File: src/rtl/core/cbt_pkg.sv
// shared types and constants for the callback timer with extend
package cbt_pkg;

  localparam int unsigned CountWidth = 32;
  localparam int unsigned TimeWidth  = 32;
  localparam int unsigned WideWidth  = (CountWidth > TimeWidth) ? CountWidth : TimeWidth;
  localparam logic [CountWidth-1:0] CountMax = {CountWidth{1'b1}};

  typedef enum logic [2:0] {
    CmdTick   = 3'd0,
    CmdStart  = 3'd1,
    CmdReset  = 3'd2,
    CmdExtend = 3'd3,
    CmdCancel = 3'd4,
    CmdKill   = 3'd5
  } command_e;

  typedef enum logic [1:0] {
    EvNone   = 2'd0,
    EvNormal = 2'd1,
    EvCancel = 2'd2
  } event_e;

  typedef struct packed {
    logic [2:0]           command;
    logic [TimeWidth-1:0] time_value;
  } cmd_item_t;

  typedef struct packed {
    logic [1:0] event_res;
    logic       running;
  } result_item_t;

  typedef struct packed {
    logic                  armed;
    logic [CountWidth-1:0] elapsed_ticks;
    logic [CountWidth-1:0] timeout_ticks;
  } timer_state_t;

endpackage

File: src/rtl/core/cbt_step.sv
// next timer state and result for one command item
module cbt_step (
  input  cbt_pkg::timer_state_t state_i,
  input  cbt_pkg::cmd_item_t    item_i,
  input  logic                  periodic_i,
  output cbt_pkg::timer_state_t state_o,
  output cbt_pkg::result_item_t result_o
);

  logic [cbt_pkg::WideWidth-1:0]  time_wide;
  logic [cbt_pkg::CountWidth-1:0] time_sat;
  logic [cbt_pkg::CountWidth-1:0] remaining;
  cbt_pkg::timer_state_t          st;
  cbt_pkg::event_e                ev;

  // saturate the time value to the counter width
  assign time_wide = cbt_pkg::WideWidth'(item_i.time_value);
  assign time_sat  = (time_wide > cbt_pkg::WideWidth'(cbt_pkg::CountMax)) ?
                     cbt_pkg::CountMax : cbt_pkg::CountWidth'(time_wide);

  assign remaining = (state_i.timeout_ticks > state_i.elapsed_ticks) ?
                     (state_i.timeout_ticks - state_i.elapsed_ticks) : '0;

  always_comb begin
    st = state_i;
    ev = cbt_pkg::EvNone;
    if (!state_i.armed) begin
      if (cbt_pkg::command_e'(item_i.command) == cbt_pkg::CmdStart) begin
        st.timeout_ticks = time_sat;
        st.elapsed_ticks = '0;
        st.armed         = 1'b1;
      end
    end else begin
      unique case (cbt_pkg::command_e'(item_i.command))
        cbt_pkg::CmdTick: begin
          if (state_i.elapsed_ticks != cbt_pkg::CountMax) begin
            st.elapsed_ticks = state_i.elapsed_ticks + 1'b1;
          end
        end
        cbt_pkg::CmdStart, cbt_pkg::CmdExtend: begin
          // only a longer time than what is left restarts the count
          if (time_sat > remaining) begin
            st.timeout_ticks = time_sat;
            st.elapsed_ticks = '0;
          end
        end
        cbt_pkg::CmdReset: st.elapsed_ticks = '0;
        cbt_pkg::CmdCancel: begin
          ev       = cbt_pkg::EvCancel;
          st.armed = 1'b0;
        end
        cbt_pkg::CmdKill: st.armed = 1'b0;
        default: ;
      endcase
    end

    // expiry check after the command
    if (st.armed && (st.elapsed_ticks >= st.timeout_ticks)) begin
      ev = cbt_pkg::EvNormal;
      if (periodic_i) begin
        st.elapsed_ticks = '0;
      end else begin
        st.armed = 1'b0;
      end
    end
  end

  assign state_o            = st;
  assign result_o.event_res = 2'(ev);
  assign result_o.running   = st.armed;

endmodule

File: src/rtl/core/callback_timer_with_extend.sv
// top level of the one-shot / periodic callback timer with extend
//
//  channel | direction | handshake             | payload
//  --------+-----------+-----------------------+------------------------------------
//  in      | input     | in_valid_i/in_ready_o  | cmd_item_t: command, time_value
//  out     | output    | out_valid_o/out_ready_i| result_item_t: event_res, running
//  cfg     | input     | cfg_valid_i/cfg_ready_o| periodic_mode (1 bit)
//
// one item per cycle sustained while the output is not stalled; an accepted item is registered
// in the input register, then moves into the result register, where its result is valid
// the timer state register is updated in the cycle an item moves into the result register
// a stalled result holds the result register; the input register still takes one more item
// reset clears the timer to stopped, counts to zero and periodic_mode to one-shot
module callback_timer_with_extend (
  input  logic                  clk_i,
  input  logic                  rst_ni,
  input  logic                  in_valid_i,
  output logic                  in_ready_o,
  input  cbt_pkg::cmd_item_t    in_data_i,
  output logic                  out_valid_o,
  input  logic                  out_ready_i,
  output cbt_pkg::result_item_t out_data_o,
  input  logic                  cfg_valid_i,
  output logic                  cfg_ready_o,
  input  logic                  cfg_data_i
);

  // input stage
  logic               in_valid_q;
  cbt_pkg::cmd_item_t in_q;
  // result stage
  logic                  out_valid_q;
  cbt_pkg::result_item_t out_q;
  // timer state and mode
  cbt_pkg::timer_state_t state_q;
  cbt_pkg::timer_state_t state_d;
  cbt_pkg::result_item_t result_d;
  logic                  periodic_q;
  logic                  advance;

  // the item in the input register moves on when the result slot is free
  assign advance    = in_valid_q && (!out_valid_q || out_ready_i);
  assign in_ready_o = !in_valid_q || advance;

  // configuration is a plain register write, always taken
  assign cfg_ready_o = 1'b1;

  always_ff @(posedge clk_i or negedge rst_ni) begin
    if (!rst_ni) begin
      periodic_q <= 1'b0;
    end else if (cfg_valid_i) begin
      periodic_q <= cfg_data_i;
    end
  end

  always_ff @(posedge clk_i or negedge rst_ni) begin
    if (!rst_ni) begin
      in_valid_q <= 1'b0;
    end else if (in_ready_o) begin
      in_valid_q <= in_valid_i;
    end
  end

  always_ff @(posedge clk_i) begin
    if (in_valid_i && in_ready_o) begin
      in_q <= in_data_i;
    end
  end

  // next state and result from the registered item
  cbt_step u_step (
    .state_i    (state_q),
    .item_i     (in_q),
    .periodic_i (periodic_q),
    .state_o    (state_d),
    .result_o   (result_d)
  );

  always_ff @(posedge clk_i or negedge rst_ni) begin
    if (!rst_ni) begin
      state_q <= '0;
    end else if (advance) begin
      state_q <= state_d;
    end
  end

  always_ff @(posedge clk_i or negedge rst_ni) begin
    if (!rst_ni) begin
      out_valid_q <= 1'b0;
    end else if (advance) begin
      out_valid_q <= 1'b1;
    end else if (out_ready_i) begin
      out_valid_q <= 1'b0;
    end
  end

  always_ff @(posedge clk_i) begin
    if (advance) begin
      out_q <= result_d;
    end
  end

  assign out_valid_o = out_valid_q;
  assign out_data_o  = out_q;

endmodule

File: config.mk
export PLATFORM = sky130hd
export DESIGN_NAME = callback_timer_with_extend
export DESIGN_NICKNAME = d
export VERILOG_FILES = /design/src/rtl/core/cbt_pkg.sv /design/src/rtl/core/cbt_step.sv /design/src/rtl/core/callback_timer_with_extend.sv
export SDC_FILE = /design/constraint.sdc
export NUM_CORES = 1
export LEC_CHECK = 0
export BUFFER_PORTS_ARGS = -buffer_cell sky130_fd_sc_hd__buf_2
export CAP_MARGIN = 15
export CORE_AREA = 3 3 153 155
export DETAILED_ROUTE_END_ITERATION = 10
export DIE_AREA = 0 0 156 158
export SLEW_MARGIN = 20
export SYNTH_ARGS = -nofsm -noshare
export SYNTH_HDL_FRONTEND = slang
export SYNTH_SLANG_ARGS = --single-unit
File: constraint.sdc
create_clock -name clk_i -period 17.26 [get_ports clk_i]
set_input_delay 3.452 -clock clk_i [delete_from_list [all_inputs] [get_ports clk_i]]
set_output_delay 3.452 -clock clk_i [all_outputs]
set_load 0.02 [all_outputs]
==> run metrics <==
status complete, no violations; Filler cells 2,119; ANT nets after route 0; top post-synthesis cells by count 103 x nand2_1, 97 x ha_1, 88 x a21oi_1; Syn Area/Cell 8.868 sq um; Clock H-tree levels 3; worst hold path class register to register; Max VDD drop 0.07124 mV; CTS tree yes; core area 21,960 sq um; DRT Pass-1 Iters 7; number of flops mapped to enable cells by yosys 38; CP Buf/Inv Count 3; design area 9475 sq um; Post-CTS Resized 0; setup_tns 0 ns; Largest delay share family, worst path compound AO/OA/AOI/OAI gates; Nets 1,140; worst skew pair latency 0.37 ns; vias in the first global route 7,248; Ant. Diodes 0; TritonCTS sink count 106; Setup Crit Path Kind register to register; hold buffers post-CTS 0; Hold Slack 0.5021 ns; Synth area leaders dfrtp_1 19%, ha_1 14%, edfxtp_1 13%; Die Width 156 um; initial core utilization 0.3994; pwr dens 203.1 nW/um^2; Placement Cell Area 9186 sq um; Global Route Usage Sum 0.2088; Lkg Pwr 3.896 nW; gpl congestion 0.9386; skew final 0.01730 ns; die area 24,650 sq um; Final setup viols 0; share of the synthesized area in the top cell type 0.1940; I/O Buffers 45; #FFs+latches synth 106; clk buf depth 2; Cell Area, Synth 8771 sq um; Post-CTS Setup Bufs 0; num rows 54; Slew @ Worst Pin 1.047 ns; global-route wire length before repair 40,690 um; synth unique cells 76; post-layout minimum cycle time 9.409 ns; total routed wirelength 25,630 um; layout cells sized above 1 0.1223; fin util 0.4315; largest area contributor in the netlist dfrtp_1; Main synth FF type dfrtp_1; count leader, synth nand2_1; CP startpoint kind register; crit-path max FO 11; Vias 7,703; Max Cap Viol 0; final number of hold-violating endpoints 0; IO Count 47; sequential-to-total area share from yosys stat 0.3241; Slew headroom 0.2993; post-route clock period utilization 0.5451; ys async rst share 0.6415; final slew viol count 0; Remaining Overflow, GRT 0; antenna violations before repair 0; Worst path max stage delay 0.80 ns; Starting DRT DRC Count 704; RSZ-0062 raised after global routing false; Reg clk slew, reported paths 0.07 ns; layout overhead on the synthesized area 8.031%; Die Y 158 um; post-route DRC violation count 0; pre-CTS setup slack 7.545 ns; slowest cell on the critical path nor2_1; final worst slack 7.851 ns; WP data required 17.53 ns; fmax 106.3 MHz; DR WL/cell 19.93 um; Setup crit end kind register; Ys Warns 0; largest net degree at the start of global routing 69; Mapped Cells 989; Num CTS Buffers 9; CTS root buffer clkbuf_16; Mapped Nets 1,128; Arr. time, crit path 9.68 ns; DP Wirelength 18,990 um; DR vias/cell 5.990
## worst paths after layout
check                      slack [ns]  depth (start not counted)               startpoint                       to
max in group asynchronous       13.38                          1                   rst_ni  state_q[16]$_DFFE_PN0P_
hold reg to reg                  0.50                          1   in_valid_q$_DFFE_PN0N_  out_valid_o$_DFFE_PN0P_
setup / recovery                 7.85                         31  state_q[33]$_DFFE_PN0P_  state_q[61]$_DFFE_PN0P_
setup reg to reg                 7.85                         31  state_q[33]$_DFFE_PN0P_  state_q[61]$_DFFE_PN0P_
min in group asynchronous        3.23                          1                   rst_ni   in_valid_q$_DFFE_PN0N_
hold / removal                   0.50                          1   in_valid_q$_DFFE_PN0N_  out_valid_o$_DFFE_PN0P_
## per-stage QoR
step           std cells  power (W)
6_report            1286   0.001925
3_5_place_dp        1270   0.001697
4_1_cts             1286   0.001915
2_1_floorplan        989   0.001380
3_3_place_gp        1270   0.001689
5_1_grt             1286   0.002111
## routing by layer
metal / GRT usage / part of all wire
met5: 0 / 0
met4: 0.05214 / 0.019
met3: 0.02952 / 0.066
met2: 0.3225 / 0.44
met1: 0.3078 / 0.48
## power breakdown
part	switching (W)	internal, W
sequential	0.0000761	0.000327
clock	0.000103	0.000108
combinational	0.000765	0.000545
total	0.000944	0.000980
## worst register-to-register path, delay by kind of cell, from the launching register on
| family | cells | cell delay [ns] |
|---|---|---|
| XOR/XNOR | 1 | 0.16 |
| adder cells (fa/ha/maj) | 3 | 0.91 |
| flip-flops | 1 | 0.45 |
| buffers and inverters | 3 | 0.86 |
| AO/OA/AOI/OAI | 15 | 4.56 |
| AND/OR/NAND/NOR | 9 | 2.38 |
## placed cells by master (no fill, tap or decap), drive strengths merged, types with 7 or more instances in the layout
cell / Yosys / layout
o31ai: 8 / 8
inv: 44 / 45
nor2b: 11 / 11
mux2: 33 / 33
mux2i: 35 / 35
o21ai: 76 / 76
clkbuf: 32 / 13
ha: 97 / 97
xnor2: 22 / 22
and3: 10 / 10
nand4: 27 / 27
a21o: 22 / 22
a211oi: 10 / 10
and2: 11 / 11
o21a: 8 / 8
nand2b: 7 / 7
o22ai: 10 / 10
dfrtp: 68 / 68
buf: 17 / 50
edfxtp: 38 / 38
nor3: 25 / 25
or4: 9 / 9
nor2: 59 / 59
o211ai: 7 / 7
nand3: 30 / 30
a21oi: 89 / 89
nand2: 104 / 104
nor4: 7 / 7
a31oi: 9 / 9
## flip-flops by register name (all words and copies together), names as in the netlist
name	flops
in_valid_q	1
in_q	35
out_valid_o	1
periodic_q	1
out_data_o	3
state_q	65
## logic make-up after synthesis
group                    synth area share
adder cells (fa/ha/maj)            0.1407
buffers and inverters             0.04308
AND/OR/NAND/NOR                    0.1785
XOR/XNOR                          0.02796
other                           0.0004275
multiplexers                      0.08231
flip-flops                         0.3241
AO/OA/AOI/OAI                      0.2030
## cell type report
cell class / count / area [sq um] / share of cell area
Multi-Input combinational cell: 790 / 5568 / 0.5876
Sequential cell: 106 / 2843 / 0.3000
Tap cell: 280 / 350.3 / 0.03697
Timing Repair Buffer: 50 / 265.3 / 0.02799
Clock buffer: 13 / 261.5 / 0.02760
Inverter: 44 / 165.2 / 0.01743
Clock inverter: 3 / 22.52 / 0.002377
Power figures use the tool's default switching activity.
